--- src/hdl/device_address_table_macros.svh ---
// assertion macros shared by the device address table
// used by the top level only; expects i_clk and i_rst_n in scope
`ifndef DEVICE_ADDRESS_TABLE_MACROS_SVH
`define DEVICE_ADDRESS_TABLE_MACROS_SVH

// same-cycle implication, quiet during reset
`define DAT_ASSERT_NOW(label, ante, cons, msg) \
    label: assert property (@(posedge i_clk) disable iff (!i_rst_n) (ante) |-> (cons)) \
        else $error(msg);

// next-cycle implication, quiet during reset
`define DAT_ASSERT_NEXT(label, ante, cons, msg) \
    label: assert property (@(posedge i_clk) disable iff (!i_rst_n) (ante) |=> (cons)) \
        else $error(msg);

`endif

--- src/hdl/dat_pkg.sv ---
// shared types and constants of the device address table
// no dependencies; imported by every module of the block
package dat_pkg;

    // table geometry
    localparam int DAT_CAP    = 255;
    localparam int DAT_PAY_W  = 32;
    localparam int DAT_ADDR_W = 8;
    localparam int DAT_CNT_W  = $clog2(DAT_CAP + 1);

    // ring cell fed back to the tail while a removed entry is skipped
    localparam int DAT_SEC    = (DAT_CAP > 1) ? 1 : 0;

    // free-address map, searched one group of bits per cycle
    localparam int DAT_MAP_W  = 2 ** DAT_ADDR_W;
    localparam int DAT_GRP_W  = 8;
    localparam int DAT_NGRP   = DAT_MAP_W / DAT_GRP_W;
    localparam int DAT_GIDX_W = $clog2(DAT_GRP_W);
    localparam int DAT_GNUM_W = $clog2(DAT_NGRP);

    typedef enum logic [1:0] {
        OP_ADD    = 2'd0,
        OP_REMOVE = 2'd1,
        OP_LOOKUP = 2'd2,
        OP_FREE   = 2'd3
    } t_op;

    typedef enum logic [1:0] {
        STS_OK        = 2'd0,
        STS_FULL      = 2'd1,
        STS_NOT_FOUND = 2'd2,
        STS_NO_FREE   = 2'd3
    } t_status;

    // one table entry as held in a cell
    typedef struct packed {
        logic [DAT_ADDR_W-1:0] addr;
        logic [DAT_PAY_W-1:0]  pay;
    } t_entry;

    // controls into the free-address map
    typedef struct packed {
        logic                  clr;
        logic                  set;
        logic [DAT_ADDR_W-1:0] set_addr;
        logic                  step;
    } t_free_cmd;

    // free-address map search status
    typedef struct packed {
        logic                  hit;
        logic                  last;
        logic [DAT_ADDR_W-1:0] addr;
    } t_free_res;

endpackage

--- src/hdl/dat_cell.sv ---
// one storage cell of the entry ring: holds a single table entry
// depends on dat_pkg; loads a new entry or takes its neighbor's entry
module dat_cell import dat_pkg::*; (
    input  logic   i_clk,
    input  logic   i_shift,
    input  logic   i_load,
    input  t_entry i_nxt,
    input  t_entry i_new,
    output t_entry o_ent
);

    t_entry r_ent;
    t_entry n_ent;

    // direct load wins over the ring shift
    always_comb begin
        priority if (i_load) begin
            n_ent = i_new;
        end else if (i_shift) begin
            n_ent = i_nxt;
        end else begin
            n_ent = r_ent;
        end
    end

    always_ff @(posedge i_clk) begin
        r_ent <= n_ent;
    end

    assign o_ent = r_ent;

endmodule

--- config.mk ---
export PLATFORM = sky130hd
export DESIGN_NAME = dat_cell
export DESIGN_NICKNAME = d
export VERILOG_FILES = /design/src/hdl/device_address_table_macros.svh /design/src/hdl/dat_pkg.sv /design/src/hdl/dat_cell.sv
export SDC_FILE = /design/constraint.sdc
export NUM_CORES = 1
export LEC_CHECK = 0
export BUFFER_PORTS_ARGS = -buffer_cell sky130_fd_sc_hd__buf_4
export CAP_MARGIN = 20
export CORE_ASPECT_RATIO = 0.6
export CORE_UTILIZATION = 45
export DETAILED_ROUTE_END_ITERATION = 8
export GPL_TIMING_DRIVEN = 0
export PLACE_DENSITY = 0.86
export SLEW_MARGIN = 20
export SYNTH_ARGS = -nofsm -noshare
export SYNTH_HDL_FRONTEND = slang
export SYNTH_SLANG_ARGS = --single-unit
--- constraint.sdc ---
create_clock -name i_clk -period 3.09 [get_ports i_clk]
set_input_delay 0 -clock i_clk [delete_from_list [all_inputs] [get_ports i_clk]]
set_output_delay 0 -clock i_clk [all_outputs]
set_load 0.05 [all_outputs]
-- Word level (Yosys, flattened, before mapping)
Index checks and enable logic that the tools add are counted.
Widths: inputs -> output; s select.
- register bits: 40
- input port bits: 83
- output and inout port bits: 40
- word-level logic and storage cells: 5
- mux-type cells: 2
- reductions and logical operators: 1
- operators by type and width (cell ; count):
    $mux 40 ; 2
    $reduce_bool 2->1 ; 1

-- Logic depth before layout (Yosys ltp)
Gate-level depths: netlist of the first run.
- word-level depth: 2
- gate-level depth with buffers: 3

-- Worst setup path after synthesis of the first run
OpenSTA, ideal clock, no wires.
- path type: input to register
- start: input i_load
- end: register r_ent, in the netlist o_ent[0] (enable)
- library setup time: 399 ps
- arrival time: 1199 ps
- path slack: 1492 ps
- stages: 3
- cells stage by stage: buf_6 -> buf_12 -> or2_1
- cells in the longest elaborated chain, start to end: 1
- ends and longest elaborated chain (item ; line ; text):
    start: declaration ; dat_cell.sv:6 ; input logic i_load,
    $reduce_bool 2->1 (no line) ; -- ;
    end signal: assignment ; dat_cell.sv:27 ; r_ent <= n_ent;
    end: declaration ; dat_cell.sv:12 ; t_entry r_ent;
Every way passes these cells.
A chain may end at the register's enable or synchronous reset.

==> key figures, run 1 <==
Outcome
  – Status: finished clean

Power
  – Maximum VDD drop: 0.261 mV
  – Pwr Total: roughly 1.5 mW
  – Internal power: 1.04 mW
  – Clock power frac: a little over a fifth
  – Comb pwr share: about a third
  – Net switching power: between 400 and 500 uW
  – Register share of total power: between 40% and 50%
  – Pwr per Cell Area: about 500 nW/um^2
  – Sw Ratio: between 30% and 40%
  – Leakage: approximately 1.4 nW

Finish
  – # diodes: 0
  – Layout cell share with drive strength beyond 1: about four fifths
  – Fillers: 211
  – Max reg flops: 40
  – Net count, final: between 300 and 400
  – Post-route cell area: 3010 sq um
  – Layout area overhead: 58.9%

Placement
  – Post-DP HPWL: between 3 and 4 mm
  – Port bufs: between 100 and 150
  – Worst slack at placement: between 1.5 and 2 ns
  – Global placer's final weighted congestion: ~0.67
  – Placed instance area: between 2000 and 3000 sq um

Timing
  – RSZ-0062 raised after global routing: no
  – Pins Over Slew Limit: 0
  – Min cycle time layout: ~1.5 ns
  – Final worst setup slack: 1.63 ns
  – Fmax: about 690 MHz
  – Slew HR: between 70% and 80%
  – Setup TNS: 0 ns
  – Crit share post-route: 47.1%
  – Final setup vio count: 0
  – Final hold vios: 0
  – Least-Margin Pin Slew: between 0.4 and 0.5 ns

Yosys
  – Synth area leaders: edfxtp_1 63%, mux2_4 31%, buf_12 4.2%
  – Syn_area_per_cell: 22.0 sq um
  – Cell type with the largest total area after synthesis: edfxtp_1
  – Syn_nets: between 150 and 200
  – Synth Instances: 86
  – Post-Syn Area: 1900 sq um
  – Sequential area share after synthesis: between 60% and 70%
  – Seq cells post-synth: 40
  – Cell variety after synth: 6
  – Synth warnings: 0
  – Yosys top cell area share: roughly 63%

Setup path
  – Crit Path Class: primary input to register
  – Worst path most repeated cell: dlygate4sd3_1
  – Nature of the critical path endpoint: register
  – WP data arrival: around 1.5 ns
  – Critical Path Max Stage Delay: 0.57 ns
  – Slowest cell on the critical path: dlygate4sd3_1
  – Worst setup SP type: primary input
  – CP cell instances: dlygate4sd3_1 > buf_4 > mux2_4 > dlygate4sd3_1
  – CP required: roughly 3.1 ns
  – Crit Path Max Fanout: 1

Die
  – Die area: between 4000 and 5000 sq um
  – Ports: 123
  – Die Height: ~52 um
  – Initial core utilization: between 40% and 50%
  – Core Box Area: 3850 sq um
  – DIE WIDTH: between 80 and 90 um
  – Site Rows: 17

Global route
  – Vias in the first global route: 1272
  – GR Overflow Total: 0
  – Pin count of the biggest net entering global routing: 25
  – First-pass GRT wire length: approximately 5.8 mm
  – Total GRT Usage: between 10% and 20%
  – Initial antenna violation count: 0

Clock tree
  – Total CTS buffers: 5
  – Root buffer cell: clkbuf_8
  – Reg clk slew, reported paths: roughly 0.070 ns
  – # clock sinks: 40
  – CTS tree: done
  – Clock buffer depth: 2
  – CTS H-tree depth: 2

Routing
  – Vias per cell: around 4.7
  – Final wirelength: ~4.2 mm
  – Detail Route Antenna Nets: 0
  – Via count: ~1300
  – Wire per inst: between 15 and 20 um
  – Initial drt markers: 25
  – # DRC: 0
  – Pre-antenna DRT Iters: 4

Min path
  – Min-delay worst type: primary input to register

Job
  – MaxCap Viol Count: 0
-- Yosys cell counts --
cell	n
buf_12	4
mux2_4	39
or2_1	1
buf_6	1
mux2_2	1
edfxtp_1	40
-- critical path: cells and delay by family --
family / cells / cell delay, ns
multiplexers: 1 / 0.24
buffers and inverters: 3 / 1.25
-- cells by family (layout without fill, tap and decap cells) --
logic type / Yosys count / count (layout) / share of synthesized area (%)
buffers and inverters: 5 / 138 / 4.82
muxes: 40 / 40 / 31.5
DFF: 40 / 40 / 63.4
and+or+nand+nor: 1 / 1 / 0.330
-- final cells by class --
type                            instances  area, sq um  area share (%)
Clock inverter                          1         3.75           0.125
Sequential cell                        40         1200            39.9
Tap cell                               57         71.3            2.37
Timing Repair Buffer                  125          966            32.1
Multi-Input combinational cell         41          603            20.0
Clock buffer                            7         76.3            2.53
Buffer                                  5         91.3            3.03
-- through the flow --
step	instances	hold WS, ns	util [%]
6_report	276	0.0121	78.3
5_1_grt	276	0.00175	78.3
4_1_cts	273	0.00407	77.5
3_5_place_dp	265	0.303	75.4
3_3_place_gp	264	0.300	74.7
2_1_floorplan	86	0.217	-
-- routing by layer --
layer / part of all wire [%] / up-vias / global-route usage, %
met5: 0 / - / 0
met4: 0.40 / 0 / 6.67
met3: 12 / 2 / 8.50
li1: - / 599 / -
met1: 37 / 605 / 18.9
met2: 50 / 84 / 31.1
-- repair_timing --
action	4_1_cts	5_1_grt
resized for setup	0	0
buffers inserted	0	0
hold buffers	0	3
hold endpoints to repair	0	2
-- power groups by stage --
stage / logic [mW] / registers (mW) / clock network (mW)
after floorplan: 0.0983 / 0.908 / 0
after global placement: 0.485 / 0.694 / 0
after detailed placement: 0.498 / 0.696 / 0
after CTS: 0.498 / 0.684 / 0.328
after global routing: 0.519 / 0.689 / 0.348
final: 0.500 / 0.684 / 0.319
-- path summary, 6_finish.rpt --
| check | cells after the start | slack [ns] | from | to |
|---|---|---|---|---|
| worst max-delay path | 4 | 1.63 | i_new[36] | o_ent[36] |
| worst min-delay path | 2 | 0.01 | i_new[39] | o_ent[39] |
-- placed cells by master, fill, tap and decap left out --
cell type | synthesis | layout
edfxtp_1 | 40 | 40
or2_2 | 0 | 1
clkbuf_8 | 0 | 5
buf_16 | 0 | 1
clkinv_1 | 0 | 1
buf_6 | 1 | 1
dlygate4sd3_1 | 0 | 3
buf_12 | 4 | 4
clkbuf_1 | 0 | 2
mux2_2 | 1 | 1
buf_4 | 0 | 121
mux2_4 | 39 | 39
(Power assumes the default switching activity.)
==> run 2: changes to the inputs <==
--- a/config.mk
+++ b/config.mk
@@ -5,13 +5,14 @@
 export SDC_FILE = /design/constraint.sdc
 export NUM_CORES = 1
 export LEC_CHECK = 0
+export ABC_AREA = 1
 export BUFFER_PORTS_ARGS = -buffer_cell sky130_fd_sc_hd__buf_4
 export CAP_MARGIN = 20
 export CORE_ASPECT_RATIO = 0.6
-export CORE_UTILIZATION = 45
+export CORE_UTILIZATION = 37
 export DETAILED_ROUTE_END_ITERATION = 8
 export GPL_TIMING_DRIVEN = 0
-export PLACE_DENSITY = 0.86
+export PLACE_DENSITY = 0.76
 export SLEW_MARGIN = 20
 export SYNTH_ARGS = -nofsm -noshare
 export SYNTH_HDL_FRONTEND = slang
==> constraint.sdc (replaced) <==
create_clock -name i_clk -period 1.2 [get_ports i_clk]
set_input_delay 0 -clock i_clk [delete_from_list [all_inputs] [get_ports i_clk]]
set_output_delay 0 -clock i_clk [all_outputs]
set_load 0.05 [all_outputs]
==> run 2 against run 1 <==
Compared with the run above: sequential power increased to 2.6 times the previous value; clock power increased to 2.6 times the previous value; first-iteration DRC count increased to 3.1 times the previous value; critical path depth decreased by 2; final cell count increased by 60%; setup slack got worse by 1.4 ns; sequential share of layout area decreased by 7.0 points; final area increased by 21%.
==> key figures, run 2 <==
Power
  – Pwr per Cell Area: 1110 nW/um^2 (+120%)
  – Leakage: 1.79 nW (+25%)
  – Maximum VDD drop: 0.702 mV (+170%)

Placement
  – Post-DP HPWL: 3.19 mm (+0.67%)
  – Worst slack at placement: -0.0814 ns (-1.89 ns)
  – Placed Instances: 355 (+34%)
  – Port bufs: 121 (unchanged)
  – Global placer's final weighted congestion: 0.672 (+0.21%)

Yosys
  – Count leader, synth: nand2_1
  – Cell variety after synth: 8 (+2)
  – Predominant post-synthesis flop cell: edfxtp_1
  – Synth Instances: 171 (+99%)
  – Yosys top cell area share: 66.3% (+2.9 points)
  – Sequential area share after synthesis: 66.3% (+2.9 points)
  – Syn_nets: 254 (+50%)
  – Post-Syn Area: 1810 sq um (-4.4%)
  – Syn_area_per_cell: 10.6 sq um (-52%)
  – Synth area leaders: edfxtp_1 66%, nand2_1 23%, nand2_2 3.5%
  – EDFF count, synth: 40 (unchanged)
  – Fraction of registers with async set/reset: 0% (unchanged)
  – Synth warnings: 0 (unchanged)
  – Post-synth top cells: 110 x nand2_1, 40 x edfxtp_1, 10 x nand2_2, 5 x buf_6, 3 x clkbuf_8
  – Cell type with the largest total area after synthesis: edfxtp_1
  – Seq cells post-synth: 40 (unchanged)

Routing
  – Vias per cell: 4.51 (-3.5%)
  – Wire per inst: 13.7 um (-9.8%)
  – # DRC: 0 (unchanged)
  – Via count: 1990 (+54%)
  – Detail Route Antenna Nets: 0 (unchanged)
  – Initial drt markers: 78 (+210%)
  – Final wirelength: 6.06 mm (+44%)
  – Pre-antenna DRT Iters: 4 (unchanged)

Clock tree
  – Total CTS buffers: 5 (unchanged)
  – Reg clk slew, reported paths: 0.07 ns (about the same)
  – CTS H-tree depth: 2 (unchanged)
  – CTS tree: done
  – # clock sinks: 40 (unchanged)
  – Root buffer cell: clkbuf_8
  – Clock buffer depth: 2 (unchanged)
  – Postcts setup bufs: 0 (unchanged)

Setup path
  – Nature of the critical path endpoint: register
  – Slowest cell on the critical path: or2_2
  – WP data arrival: 0.89 ns (-0.60 ns)
  – Bufs and invs on worst path: 1 (-2)
  – Crit Path Max Fanout: 40 (+39)
  – CP required: 1.11 ns (-2.01 ns)
  – CP startpoint: i_load
  – Cell family with most CP delay: simple AND/OR/NAND/NOR gates
  – Worst setup SP type: primary input
  – Critical Path Max Stage Delay: 0.74 ns (+0.17 ns)
  – Crit Path Class: primary input to register
  – CP cell instances: buf_6 > or2_2

Timing
  – Least-Margin Pin Slew: 0.933 ns (+0.484 ns)
  – Crit share post-route: between 80% and 90%
  – Final worst setup slack: 0.225 ns (-1.41 ns)
  – Fmax: 1030 MHz
  – Final setup vio count: 0 (unchanged)
  – Final hold vios: 0 (unchanged)
  – Slew HR: 37.8% (-32 points)
  – Pins Over Slew Limit: 0 (unchanged)
  – Min cycle time layout: about 1 ns
  – Setup TNS: 0 ns (unchanged)
  – RSZ-0062 raised after global routing: no

Global route
  – First-pass GRT wire length: 9.65 mm (+68%)
  – Vias in the first global route: 2101 (+65%)
  – Pin count of the biggest net entering global routing: 41 (+64%)
  – GR Overflow Total: 0 (unchanged)
  – Total GRT Usage: 24.5% (+6.8 points)
  – Initial antenna violation count: 0 (unchanged)

Finish
  – Layout area overhead: 102%
  – # diodes: 0 (unchanged)
  – Fillers: 290 (+37%)
  – Commonest cells after routing, fill and taps aside: 121 x buf_4, 110 x nand2_1, 78 x dlygate4sd3_1
  – Max reg flops: 40 (unchanged)
  – Net count, final: 460 (+53%)
  – Commonest non-fill, non-tap cell in the layout: buf_4
  – Layout Cells excl Fill: 441 (+60%)
  – Layout cell share with drive strength beyond 1: 38.9% (-40 points)

Die
  – Site Rows: 19 (+2)
  – Core Box Area: 4640 sq um (+20%)
  – Ports: 123 (unchanged)
  – Initial core utilization: 39.1% (-10 points)
  – Die area: 5190 sq um (+16%)
  – DIE WIDTH: 92.3 um (+7.6%)
  – Die Height: 56.2 um (+7.5%)

Outcome
  – Status: finished clean

Min path
  – Hold Path End: o_ent[26]
  – Min-delay worst type: primary input to register
  – Worst hold path startpoint: i_new[26]
  – Hold Crit Depth: 3 (+1)

Job
  – MaxCap Viol Count: 0 (unchanged)
==> run 2: changes by cell type after synthesis <==
cell      change
nand2_1     +110
or2_1         -1
inv_8         +1
nand2_2      +10
mux2_4       -39
buf_12        -3
or2_2         +1
buf_6         +4
mux2_2        -1
clkbuf_8      +3
==> run 2: how the worst max path moves through the flow <==
stage                 to  depth (start not counted)
2_1_floorplan   o_ent[0]                          2
3_5_place_dp    o_ent[9]                          2
6_report        o_ent[6]                          2
5_1_grt        o_ent[26]                          2
4_1_cts         o_ent[4]                          2
3_3_place_gp   o_ent[34]                          2
==> run 2: per-layer routing <==
metal  routed length, um  global-route usage, %  vias to the layer above
met5                   0                      0                        -
met4                  78                   7.81                        0
met3                 654                   9.84                        9
met2                2910                   42.3                      115
met1                2410                   27.8                      908
li1                    -                      -                      958
==> run 2: logic make-up after synthesis <==
kind of cell,after synthesis,synth area share (%)
flip-flops,40,66.3
buffers and inverters,10,7.11
AND/OR/NAND/NOR,121,26.6
==> run 2: timing repair <==
| item | CTS | global route |
|---|---|---|
| resized for setup | 0 | 0 |
| hold buffers | 78 | 0 |
| endpoints found under the hold margin | 40 | 0 |
==> run 2: area by class of cell <==
| class | instances | area, sq um | share of cell area, % |
|---|---|---|---|
| Timing Repair Buffer | 199 | 1690 | 46.2 |
| Sequential cell | 40 | 1200 | 32.8 |
| Tap cell | 63 | 78.8 | 2.15 |
| Multi-Input combinational cell | 121 | 482 | 13.2 |
| Inverter | 1 | 11.3 | 0.308 |
| Clock buffer | 7 | 76.3 | 2.09 |
| Clock inverter | 1 | 3.75 | 0.103 |
| Buffer | 9 | 118 | 3.21 |
==> run 2: through the flow <==
stage | hold slack (ns) | power (mW) | util [%] | cell area [sq um]
after floorplan | 0.173 | 2.52 | - | 1810
after global placement | 0.264 | 2.99 | 60.4 | 2800
after detailed placement | 0.268 | 3.01 | 60.4 | 2800
after CTS | 0.000342 | 4.04 | 78.9 | 3660
after global routing | 0.0290 | 4.20 | 78.9 | 3660
final | 0.00941 | 4.05 | 78.9 | 3660
==> run 2: report_power, final <==
| part | total, mW | switching, mW | internal (mW) |
|---|---|---|---|
| sequential | 1.76 | 0.0451 | 1.72 |
| combinational | 1.44 | 0.838 | 0.603 |
| clock | 0.842 | 0.437 | 0.405 |
