<file path="config.mk">
export PLATFORM = sky130hd
export DESIGN_NAME = dat_free_map
export DESIGN_NICKNAME = d
export VERILOG_FILES = /design/src/hdl/device_address_table_macros.svh /design/src/hdl/dat_pkg.sv /design/src/hdl/dat_free_map.sv
export SDC_FILE = /design/constraint.sdc
export NUM_CORES = 1
export LEC_CHECK = 0
export CAP_MARGIN = 20
export CORE_MARGIN = 5
export CORE_UTILIZATION = 59
export CTS_BUF_LIST = sky130_fd_sc_hd__clkbuf_8
export CTS_CLUSTER_SIZE = 30
export DETAILED_ROUTE_END_ITERATION = 6
export DONT_BUFFER_PORTS = 1
export PLACE_DENSITY = 0.78
export SYNTH_ARGS = -nofsm -noshare
export SYNTH_HDL_FRONTEND = slang
export SYNTH_SLANG_ARGS = --single-unit
export TNS_END_PERCENT = 30
</file>
<file path="constraint.sdc">
create_clock -name i_clk -period 1.7 [get_ports i_clk]
set_input_delay 0.34 -clock i_clk [delete_from_list [all_inputs] [get_ports i_clk]]
set_output_delay 0.34 -clock i_clk [all_outputs]
set_load 0.02 [all_outputs]
</file>
<file path="src/hdl/device_address_table_macros.svh">
// assertion macros shared by the device address table
// used by the top level only; expects i_clk and i_rst_n in scope
`ifndef DEVICE_ADDRESS_TABLE_MACROS_SVH
`define DEVICE_ADDRESS_TABLE_MACROS_SVH

// same-cycle implication, quiet during reset
`define DAT_ASSERT_NOW(label, ante, cons, msg) \
    label: assert property (@(posedge i_clk) disable iff (!i_rst_n) (ante) |-> (cons)) \
        else $error(msg);

// next-cycle implication, quiet during reset
`define DAT_ASSERT_NEXT(label, ante, cons, msg) \
    label: assert property (@(posedge i_clk) disable iff (!i_rst_n) (ante) |=> (cons)) \
        else $error(msg);

`endif

</file>
<file path="src/hdl/dat_pkg.sv">
// shared types and constants of the device address table
// no dependencies; imported by every module of the block
package dat_pkg;

    // table geometry
    localparam int DAT_CAP    = 255;
    localparam int DAT_PAY_W  = 32;
    localparam int DAT_ADDR_W = 8;
    localparam int DAT_CNT_W  = $clog2(DAT_CAP + 1);

    // ring cell fed back to the tail while a removed entry is skipped
    localparam int DAT_SEC    = (DAT_CAP > 1) ? 1 : 0;

    // free-address map, searched one group of bits per cycle
    localparam int DAT_MAP_W  = 2 ** DAT_ADDR_W;
    localparam int DAT_GRP_W  = 8;
    localparam int DAT_NGRP   = DAT_MAP_W / DAT_GRP_W;
    localparam int DAT_GIDX_W = $clog2(DAT_GRP_W);
    localparam int DAT_GNUM_W = $clog2(DAT_NGRP);

    typedef enum logic [1:0] {
        OP_ADD    = 2'd0,
        OP_REMOVE = 2'd1,
        OP_LOOKUP = 2'd2,
        OP_FREE   = 2'd3
    } t_op;

    typedef enum logic [1:0] {
        STS_OK        = 2'd0,
        STS_FULL      = 2'd1,
        STS_NOT_FOUND = 2'd2,
        STS_NO_FREE   = 2'd3
    } t_status;

    // one table entry as held in a cell
    typedef struct packed {
        logic [DAT_ADDR_W-1:0] addr;
        logic [DAT_PAY_W-1:0]  pay;
    } t_entry;

    // controls into the free-address map
    typedef struct packed {
        logic                  clr;
        logic                  set;
        logic [DAT_ADDR_W-1:0] set_addr;
        logic                  step;
    } t_free_cmd;

    // free-address map search status
    typedef struct packed {
        logic                  hit;
        logic                  last;
        logic [DAT_ADDR_W-1:0] addr;
    } t_free_res;

endpackage

</file>
<file path="src/hdl/dat_free_map.sv">
// used-address bitmap and lowest-free-address search
// depends on dat_pkg; built during a ring pass, then shifted out a group per cycle
module dat_free_map import dat_pkg::*; (
    input  logic      i_clk,
    input  logic      i_rst_n,
    input  t_free_cmd i_cmd,
    output t_free_res o_res
);

    logic [DAT_MAP_W-1:0]  r_map;
    logic [DAT_GNUM_W-1:0] r_grp;
    logic                  w_hit;
    logic [DAT_GIDX_W-1:0] w_idx;

    // group counter gives the high bits of the candidate address
    always_ff @(posedge i_clk) begin
        if (!i_rst_n) begin
            r_grp <= '0;
        end else if (i_cmd.clr) begin
            r_grp <= '0;
        end else if (i_cmd.step) begin
            r_grp <= r_grp + 1'b1;
        end
    end

    // top address is never offered, so it starts out marked used
    always_ff @(posedge i_clk) begin
        if (i_cmd.clr) begin
            r_map <= {1'b1, {(DAT_MAP_W-1){1'b0}}};
        end else if (i_cmd.set) begin
            r_map[i_cmd.set_addr] <= 1'b1;
        end else if (i_cmd.step) begin
            r_map <= {{DAT_GRP_W{1'b1}}, r_map[DAT_MAP_W-1:DAT_GRP_W]};
        end
    end

    // lowest clear bit in the current group
    always_comb begin
        w_hit = 1'b0;
        w_idx = '0;
        for (int k = DAT_GRP_W - 1; k >= 0; k--) begin
            if (!r_map[k]) begin
                w_hit = 1'b1;
                w_idx = DAT_GIDX_W'(k);
            end
        end
    end

    assign o_res.hit  = w_hit;
    assign o_res.last = (r_grp == DAT_GNUM_W'(DAT_NGRP - 1));
    assign o_res.addr = {r_grp, w_idx};

endmodule

</file>
Yosys cells after proc, flatten, opt, wreduce, memory -nomap -nowiden:

Cells that the tools add are included.
Widths: inputs -> output; s select.

* output and inout port bits: 10
* register bits: 261

* mux-type cells: 20
* reductions and logical operators: 3
* bitwise logic cells: 2
* equal/unequal tests: 1
* $lt $le $gt $ge: 2
* add/sub/neg operators: 1

Operators by type and width (count)
* $mux 256: 2
* $or 256x256->256: 1
* $mux 3: 8
* $lt 8x9->1 const B: 1
* $mux 1: 9
* $demux 1 s8: 1
* $ge 8x1->1 const B: 1
* $add 5x1->5 const B: 1
* $eq 5x5->1 const B: 1
* $reduce_bool 2->1: 1
* $reduce_or 2->1: 1
* $logic_and 1x1->1: 1
* $not 1->1: 1

Logic depth before layout (Yosys ltp):

Gate-level depths: netlist of run 1.

* depth in word-level cells: 8
* gate-level depth with buffers: 7

Worst setup path before layout of run 1:

OpenSTA, ideal clock, no wires.

* path type: input to register
* start point: input i_cmd[0] in the netlist's numbering
* end point: register r_map[109]
* cell stages on the path: 7
* slack: 0.028 ns
* path buffers: 4
* data arrival time: 1.596 ns
* library setup time: 0.076 ns
* cells stage by stage: buf_6 nor2b_1 buf_6 or4_1 buf_2 buf_6 o22ai_1

* word-level cells in the longest chain between the ends: 1

RTL lines
* start: declaration: RTL line dat_free_map.sv:6 `input t_free_cmd i_cmd,`
* $reduce_bool 2->1 (no line)
* end signal: assignment: RTL line dat_free_map.sv:29 `r_map <= {1'b1, {(DAT_MAP_W-1){1'b0}}};`
* end signal: assignment: RTL line dat_free_map.sv:33 `r_map <= {{DAT_GRP_W{1'b1}}, r_map[DAT_MAP_W-1:DAT_GRP_W]};`
* end: declaration: RTL line dat_free_map.sv:10 `logic [DAT_MAP_W-1:0] r_map;`

Every way passes these cells.
A chain may end at the register's enable or synchronous reset.

==> run metrics, run 1 <==
Hold Vio Cnt, Final=0; H-tree level count=2; layout cells sized above 1=0.144; DR vias=9,931; vias per inst=6.95; CP max FO=4; reg2reg setup slack=0.22 ns; CP max stage delay=0.42 ns; Max Freq=539 MHz; CTS root buf=clkbuf_8; Fillers=842; Synth area leaders=dfxtp_1 50%, mux2i_1 24%, o22ai_1 14%, clkbuf_1 2.1%, buf_2 1.6%; drt pass-1 iters=7; Hold Slack=0.0557 ns; port bufs=0; minimum clock period=1.86 ns; Top FF cell, synth=dfxtp_1; total CTS buffers=40; post-route setup TNS=-0.623 ns; Max Cap Viol=0; gr usage total=0.317; RSZ-0062 raised after global routing=true; Hold EP=r_grp[2]; Setup crit end kind=output port; Power per Cell Area=884 nW/µm²; total power=12.3 mW; syn_area_per_cell=10.8 µm²; antenna violations before repair=0; first-pass GRT wire length=51,900 µm; post-synthesis sequential area ratio=0.504; Final Max Slew Viols=0; worst setup path class=register to output port; Nets=1,195; Iter 0 DRT Violations=1,205; Yosys cell types=34; Slew @ Worst Pin=0.637 ns; Mapped Area=10,400 µm²; CP arrival=1.52 ns; Reg2Reg Depth=3; post-route cell area=13,900 µm²; vias in the first global route=9,690; CP startpoint kind=register; Die Y-Extent=143 µm; clk_lat worst skew=0.55 ns; post-route core utilization=0.807; clock slew at reported path FFs=0.06 ns; RD Place Congestion=0.816; warnings from Yosys=0; Crit-path slowest cell=or3_4; Post-synth EDFFs=0; area grow syn2layout=34.3%; maximum number of pins on one net before global-route repair=190; CTS tree=done; Placed Cells=1,155; CP Cell Sequence=nand4_1 -> or3_4; Worst Hold Launch=i_cmd[0]; Layout Skew=0.0258 ns; Die W=143 µm; fin cells=1,428; Die ar.=20,300 µm²; Placement Setup Slack=-0.315 ns; Post-synth ARST share=0; Final setup viols=13; CORE AREA=17,200 µm²; relative slew slack=0.574; antenna cells=0; num ports=23; Critical Path RT=1.36 ns; hold path depth=3; Post-DP HPWL=14,600 µm; CTS max path bufs=3; grt total ovfl=0; failing checks=negative setup slack; post-route ant nets=0; Post-DP Area=10,900 µm²; Worst Slack Setup Final=-0.157 ns; HP Class=input pin to register; area share of the largest cell type after synthesis=0.504; total routed wirelength=37,000 µm; largest area contributor in the netlist=dfxtp_1; post-DR wirelength/cell=25.9 µm; maximum VDD drop=1030 µV; row count=48; cells after synthesis=963; Syn Nets=978; Initial Util=0.601; Num Clock Sinks=261; Static Leak=5.55 nW; final clock period utilization by the worst path=1.09; post-synthesis register bit count=261; reg2reg end=r_map[163]; DRC=0; status=complete, but fails checks; FF-to-FF Start=r_map[171]
==> critical path: cells and delay by family, from the launching register on <==
| kind | cells | cell delay [ns] |
|---|---|---|
| flops | 1 | 0.38 |
| simple gates | 2 | 0.61 |
==> metal layers <==
layer	track usage	vias up	wire [µm]
li1	-	4135	-
met1	0.379	4812	13400
met2	0.535	730	17700
met3	0.0696	254	3200
met4	0.164	0	2650
met5	0	-	0
==> synthesized netlist by cell type (all sizes together), types with 2 or more instances <==
cell type	n
and3	3
mux2i	250
xor2	2
nand4	7
o31ai	3
o22ai	239
or4	4
nor2	8
nand4b	3
ha	2
a31oi	2
nand3	8
nor3b	2
dfxtp	261
clkbuf	58
o21ai	14
nor2b	6
inv	3
buf	42
and3b	2
o32ai	9
nand2	24
nand2b	3
==> layout by cell type, fill, tap and decap left out, drive strengths merged, types with 4 or more instances in the layout <==
cell	netlist	final
o22ai	239	239
nand2	24	24
dlygate4sd3	0	181
nand4	7	7
o21ai	14	14
o32ai	9	9
nand3	8	8
nor2b	6	8
inv	3	14
buf	42	87
dfxtp	261	261
nor2	8	8
clkinv	0	5
or4	4	4
mux2i	250	250
clkbuf	58	51
==> final cells by class <==
type | instances | area (µm²) | share of cell area
clock inverter | 18 | 126 | 0.00908
multi-input combinational | 601 | 4780 | 0.343
sequential | 261 | 5250 | 0.377
tap | 225 | 282 | 0.0202
inverter | 3 | 11.3 | 0.000809
clock buffer | 47 | 647 | 0.0465
timing repair buffer | 273 | 2820 | 0.203
==> registers in the layout (all words and copies together) (netlist names) <==
name / flops
r_grp: 5
r_map: 256
==> logic make-up (layout without fill, tap and decap cells) <==
kind of cell	count (synthesis)	after routing	synth area share
AOI/OAI and AO/OA	268	268	0.163
DFF	261	261	0.504
muxes	250	250	0.242
buffers and inverters	103	341	0.0467
and+or+nand+nor	76	78	0.0395
xor gates and xnor gates	3	3	0.00254
adders and majority gates	2	2	0.00242
==> where the power goes <==
part	switching [mW]	internal, mW	leakage (nW)
sequential	0.0260	6.14	2.11
combinational	0.413	0.370	3.00
clock	2.54	2.80	0.444
==> how the worst max path moves through the flow <==
stage,to,slack (ns),from
after global placement,r_map[5],-0.32,i_cmd[6]
final,o_res[9],-0.16,r_map[3]
after global routing,o_res[9],-0.19,r_map[3]
after floorplan,r_map[109],0.03,i_cmd[0]
after CTS,o_res[9],-0.07,r_map[1]
after detailed placement,r_map[26],-0.31,i_cmd[6]
==> timing repair <==
item	CTS	global route
resized for setup	16	26
gates cloned	0	6
pin swaps	3	4
endpoints found under the hold margin	255	0
endpoints found under the setup margin	5	141
buffers inserted	0	19
hold buffers	183	0
No activity file was read; power rests on OpenSTA's default activity.
==> inputs of run 2 (changes only) <==
--- a/config.mk
+++ b/config.mk
@@ -6,12 +6,13 @@
 export NUM_CORES = 1
 export LEC_CHECK = 0
 export CAP_MARGIN = 20
-export CORE_MARGIN = 5
+export CORE_MARGIN = 1.5
 export CORE_UTILIZATION = 59
 export CTS_BUF_LIST = sky130_fd_sc_hd__clkbuf_8
 export CTS_CLUSTER_SIZE = 30
 export DETAILED_ROUTE_END_ITERATION = 6
 export DONT_BUFFER_PORTS = 1
+export GPL_TIMING_DRIVEN = 0
 export PLACE_DENSITY = 0.78
 export SYNTH_ARGS = -nofsm -noshare
 export SYNTH_HDL_FRONTEND = slang
==> run 2 against run 1 <==
The run ends with design-rule violations, negative setup slack left. Critical path type unchanged. Sequential share of layout area rose by 8.0 points. Cell area fell by 18%. Non-clock buffer count fell by 170. First-iteration DRC count fell by 56%. Maximum frequency rose by 0.75%. Count of clock-buffer cells in the layout fell by 1.
==> run metrics, run 2 (synthesis gave the netlist of run 1 again) <==
relative slew slack=0.376; drt pass-1 iters=7; Iter 0 DRT Violations=526; Num Clock Sinks=261; row count=48; Setup crit end kind=output port; Layout Skew=0.0183 ns; post-DR wirelength/cell=21.2 µm; RSZ-0062 raised after global routing=true; CP startpoint=r_map[1]; Fillers=1,321; DR vias=8,048; hold bufs inserted after CTS=0; total CTS buffers=40; Nets=1,023; commonest non-fill, non-tap cells in the layout=250 x mux2i_1, 249 x dfxtp_1, 239 x o22ai_1, 57 x clkbuf_1, 46 x clkbuf_8; clk_lat worst skew=0.55 ns; Final Max Slew Viols=0; first-pass GRT wire length=41,800 µm; Die ar.=18,400 µm²; CTS max path bufs=3; CORE AREA=17,200 µm²; FF-to-FF Start=r_grp[1]; Worst Slack Setup Final=-0.143 ns; Initial Util=0.601; Hold Vio Cnt, Final=0; Placement Setup Slack=-0.548 ns; antenna cells=0; maximum number of pins on one net before global-route repair=11; status=complete, but fails checks; Top reg by flops=r_map; total routed wirelength=26,600 µm; CTS tree=done; gr usage total=0.292; area grow syn2layout=10.7%; RD Place Congestion=0.848; CP arrival=1.50 ns; grt total ovfl=0; Power per Cell Area=1010 nW/µm²; layout cells sized above 1=0.109; HP Class=input pin to register; Critical Path RT=1.36 ns; final clock period utilization by the worst path=1.08; failing checks=design-rule violations, negative setup slack; post-route ant nets=0; CP startpoint kind=register; Slew @ Worst Pin=0.937 ns; clock slew at reported path FFs=0.06 ns; Final setup viols=22; biggest regs=r_map x256, r_grp x5; vias per inst=6.41; maximum VDD drop=753 µV; H-tree level count=2; num ports=23; Post-DP HPWL=17,100 µm; Die Y-Extent=136 µm; commonest non-fill, non-tap cell in the layout=mux2i_1; CP max FO=4; Static Leak=3.96 nW; Die W=136 µm; number of flip-flops in the largest register=256; CTS root buf=clkbuf_8; worst setup path class=register to output port; Max Cap Viol=0; total power=11.6 mW; vias in the first global route=7,790; Max Freq=543 MHz; DRC=8; minimum clock period=1.84 ns; antenna violations before repair=0; reg2reg setup slack=0.48 ns; Worst Hold Launch=i_rst_n; port bufs=0
run 2: cell types whose count changed in the layout (fill, tap and decap cells not counted), moves of 4 or more:
cell           previous run  this run
buf_12                   16         0
buf_2                     0        33
buf_4                    69         3
buf_6                     0         8
clkbuf_1                  0        57
clkbuf_16                 4         0
clkinv_2                  5         1
dlygate4sd3_1           181         0
inv_1                    14        18
run 2: critical path, cell delays in order (launching register included):
cell and delay [ns]:
dfxtp_4 0.36, nand4_1 0.11, or3_1 0.34, buf_6 0.14
run 2: stage by stage:
| stage | setup TNS [ns] | cells | hold slack (ns) | area, µm² | utilization |
|---|---|---|---|---|---|
| 2_1_floorplan | 0 | 963 | 0.431 | 10400 | - |
| 3_3_place_gp | -51.58 | 1188 | 0.443 | 10600 | 0.617 |
| 3_5_place_dp | -56.48 | 1188 | 0.457 | 10600 | 0.617 |
| 4_1_cts | -0.595 | 1254 | 0.0135 | 11400 | 0.663 |
| 5_1_grt | -1.11 | 1255 | 0.0471 | 11500 | 0.665 |
| 6_report | -0.957 | 1255 | 0.0191 | 11500 | 0.665 |
run 2: power by group:
group / switching [mW] / internal, mW
clock network: 2.32 / 2.44
registers: 0.0289 / 6.15
logic: 0.409 / 0.229
total: 2.76 / 8.81
run 2: worst paths after layout:
path / to / cells past startpoint
min reg2reg: r_map[255] / 2
min: r_grp[0] / 2
max: o_res[9] / 3
max reg2reg: r_grp[4] / 5
run 2: layout make-up:
type,instances,area (µm²),share of cell area
buffer,100,478,0.0417
timing repair buffer,3,22.5,0.00196
multi-input combinational,599,4720,0.411
clock buffer,46,633,0.0552
sequential,261,5250,0.458
tap,225,282,0.0245
clock inverter,18,76.3,0.00666
inverter,3,11.3,0.000982
run 2: per-layer routing:
layer  part of all wire  global-route usage
met1               0.45               0.405
met2               0.46               0.454
met3              0.064              0.0565
met4              0.027               0.105
met5                  0                   0
run 2: repair_timing:
action,4_1_cts,5_1_grt
gates resized for setup,23,7
pin swaps,1,1
endpoints found under the hold margin,0,0
endpoints found under the setup margin,6,19
setup buffers,2,1
==> inputs of run 3 (changes only) <==
==> constraint.sdc (replaced) <==
create_clock -name i_clk -period 1.7 [get_ports i_clk]
set_input_delay 0.34 -clock i_clk [delete_from_list [all_inputs] [get_ports i_clk]]
set_output_delay 0.34 -clock i_clk [all_outputs]
set_load 0.05 [all_outputs]
==> run 3 against run 2 <==
Flip-flop and latch count unchanged. Clock power increased by 1%. First-iteration DRC count increased by 8.2%. Worst setup slack got worse by 0.095 ns. Largest power group unchanged. The run ends with negative setup slack left. Hold slack improved by 0.020 ns. Sequential power about the same.
==> run metrics, run 3 (synthesis gave the netlist of run 1 again) <==
status=complete, but fails checks; failing checks=negative setup slack; post-route core utilization=0.671; Placement Setup Slack=-0.573 ns; CTS max path bufs=3; hold bufs inserted after CTS=0; cell family with most CP delay=compound AO/OA/AOI/OAI gates; Nets=1,028; CP arrival=1.60 ns; DRC=0; post-DR wirelength/cell=21.3 µm; Max Cap Viol=0; post-route setup TNS=-0.997 ns; num ports=23; CTS tree=done; first-pass GRT wire length=42,100 µm; post-route ant nets=0; Final Max Slew Viols=0; Slew @ Worst Pin=0.877 ns; Post-DP HPWL=17,000 µm; relative slew slack=0.416; Layout Skew=0.0179 ns; Num Clock Sinks=261; CP startpoint kind=register; port bufs=0; commonest non-fill, non-tap cell in the layout=mux2i_1; biggest regs=r_map x256, r_grp x5; Buf+Inv Stages, Crit Path=1; minimum clock period=1.94 ns; RD Place Congestion=0.856; HP Class=input pin to register; Top reg by flops=r_map; Iter 0 DRT Violations=569; DR vias=8,006; post-route cell area=11,600 µm²; CP max FO=3; worst setup path class=register to output port; layout cells sized above 1=0.120; Die W=136 µm; antenna violations before repair=0; total power=11.6 mW; Power per Cell Area=1000 nW/µm²; final clock period utilization by the worst path=1.14; vias in the first global route=7,725; vias per inst=6.35; total routed wirelength=26,800 µm; Static Leak=4.01 nW; CORE AREA=17,200 µm²; total CTS buffers=40; Initial Util=0.601; area grow syn2layout=11.7%; Setup crit end kind=output port; fin cells=1,260; maximum number of pins on one net before global-route repair=11; clock slew at reported path FFs=0.06 ns; Critical Path RT=1.36 ns; Hold Slack=0.0387 ns; Crit-path slowest cell=a41oi_4; clk_lat worst skew=0.55 ns; RSZ-0062 raised after global routing=true; CP Cell Sequence=nand4_1 -> buf_4 -> a41oi_4; Die ar.=18,400 µm²; CP max stage delay=0.40 ns; gr usage total=0.294; commonest non-fill, non-tap cells in the layout=250 x mux2i_1, 249 x dfxtp_1, 239 x o22ai_1, 55 x clkbuf_1, 47 x clkbuf_8; Post-DP Area=10,600 µm²; Fillers=1,309; maximum VDD drop=625 µV; number of flip-flops in the largest register=256; H-tree level count=2; drt pass-1 iters=5; Hold Vio Cnt, Final=0; antenna cells=0; Max Freq=516 MHz; CTS root buf=clkbuf_8; Die Y-Extent=136 µm; Final setup viols=5; row count=48; Placed Cells=1,188; grt total ovfl=0; Worst Slack Setup Final=-0.238 ns
## run 3: changes by cell type in the layout (fill, tap and decap cells not counted), sizes merged
cell,change
buf,+6
clkinv,-1
## run 3: final timing paths
| kind | start | to | slack, ns | depth (start not counted) |
|---|---|---|---|---|
| max | r_map[2] | o_res[2] | -0.24 | 3 |
| min | i_rst_n | r_grp[0] | 0.04 | 2 |
| max reg2reg | r_grp[0] | r_grp[4] | 0.41 | 5 |
| min reg2reg | r_map[255] | r_map[255] | 0.47 | 2 |
## run 3: power by group
| part | total [mW] | switching [mW] | internal, mW |
|---|---|---|---|
| clock network | 4.82 | 2.34 | 2.48 |
| registers | 6.17 | 0.0328 | 6.14 |
| logic | 0.637 | 0.408 | 0.229 |
| total | 11.6 | 2.78 | 8.85 |
## run 3: final cells by class
cell class | count | area, µm² | share of cell area
clock inverters | 17 | 71.3 | 0.00616
multi-input cells | 599 | 4760 | 0.411
plain buffers | 100 | 479 | 0.0414
well taps | 225 | 282 | 0.0243
inverters | 3 | 11.3 | 0.000973
flip-flops and latches | 261 | 5260 | 0.455
clock buffers | 47 | 647 | 0.0559
repair buffers | 8 | 60.1 | 0.00519
## run 3: worst register-to-register path, stage by stage (launching register included)
cell     delay [ns]
dfxtp_4        0.46
ha_4           0.16
and3_4         0.19
ha_4           0.19
mux2i_1        0.13
nor2_1         0.05
## run 3: routing by layer
layer	global-route usage	vias to the layer above	routed length, µm
li1	-	3799	-
met1	0.406	3916	12100
met2	0.466	243	12500
met3	0.0535	48	1600
met4	0.0950	0	539
met5	0	-	0
## run 3: timing repair
action / 4_1_cts / 5_1_grt
endpoints found under the setup margin: 7 / 35
hold endpoints to repair: 0 / 0
gates cloned: 0 / 0
gates resized for setup: 33 / 13
pin swaps: 5 / 5
buffers inserted: 5 / 3
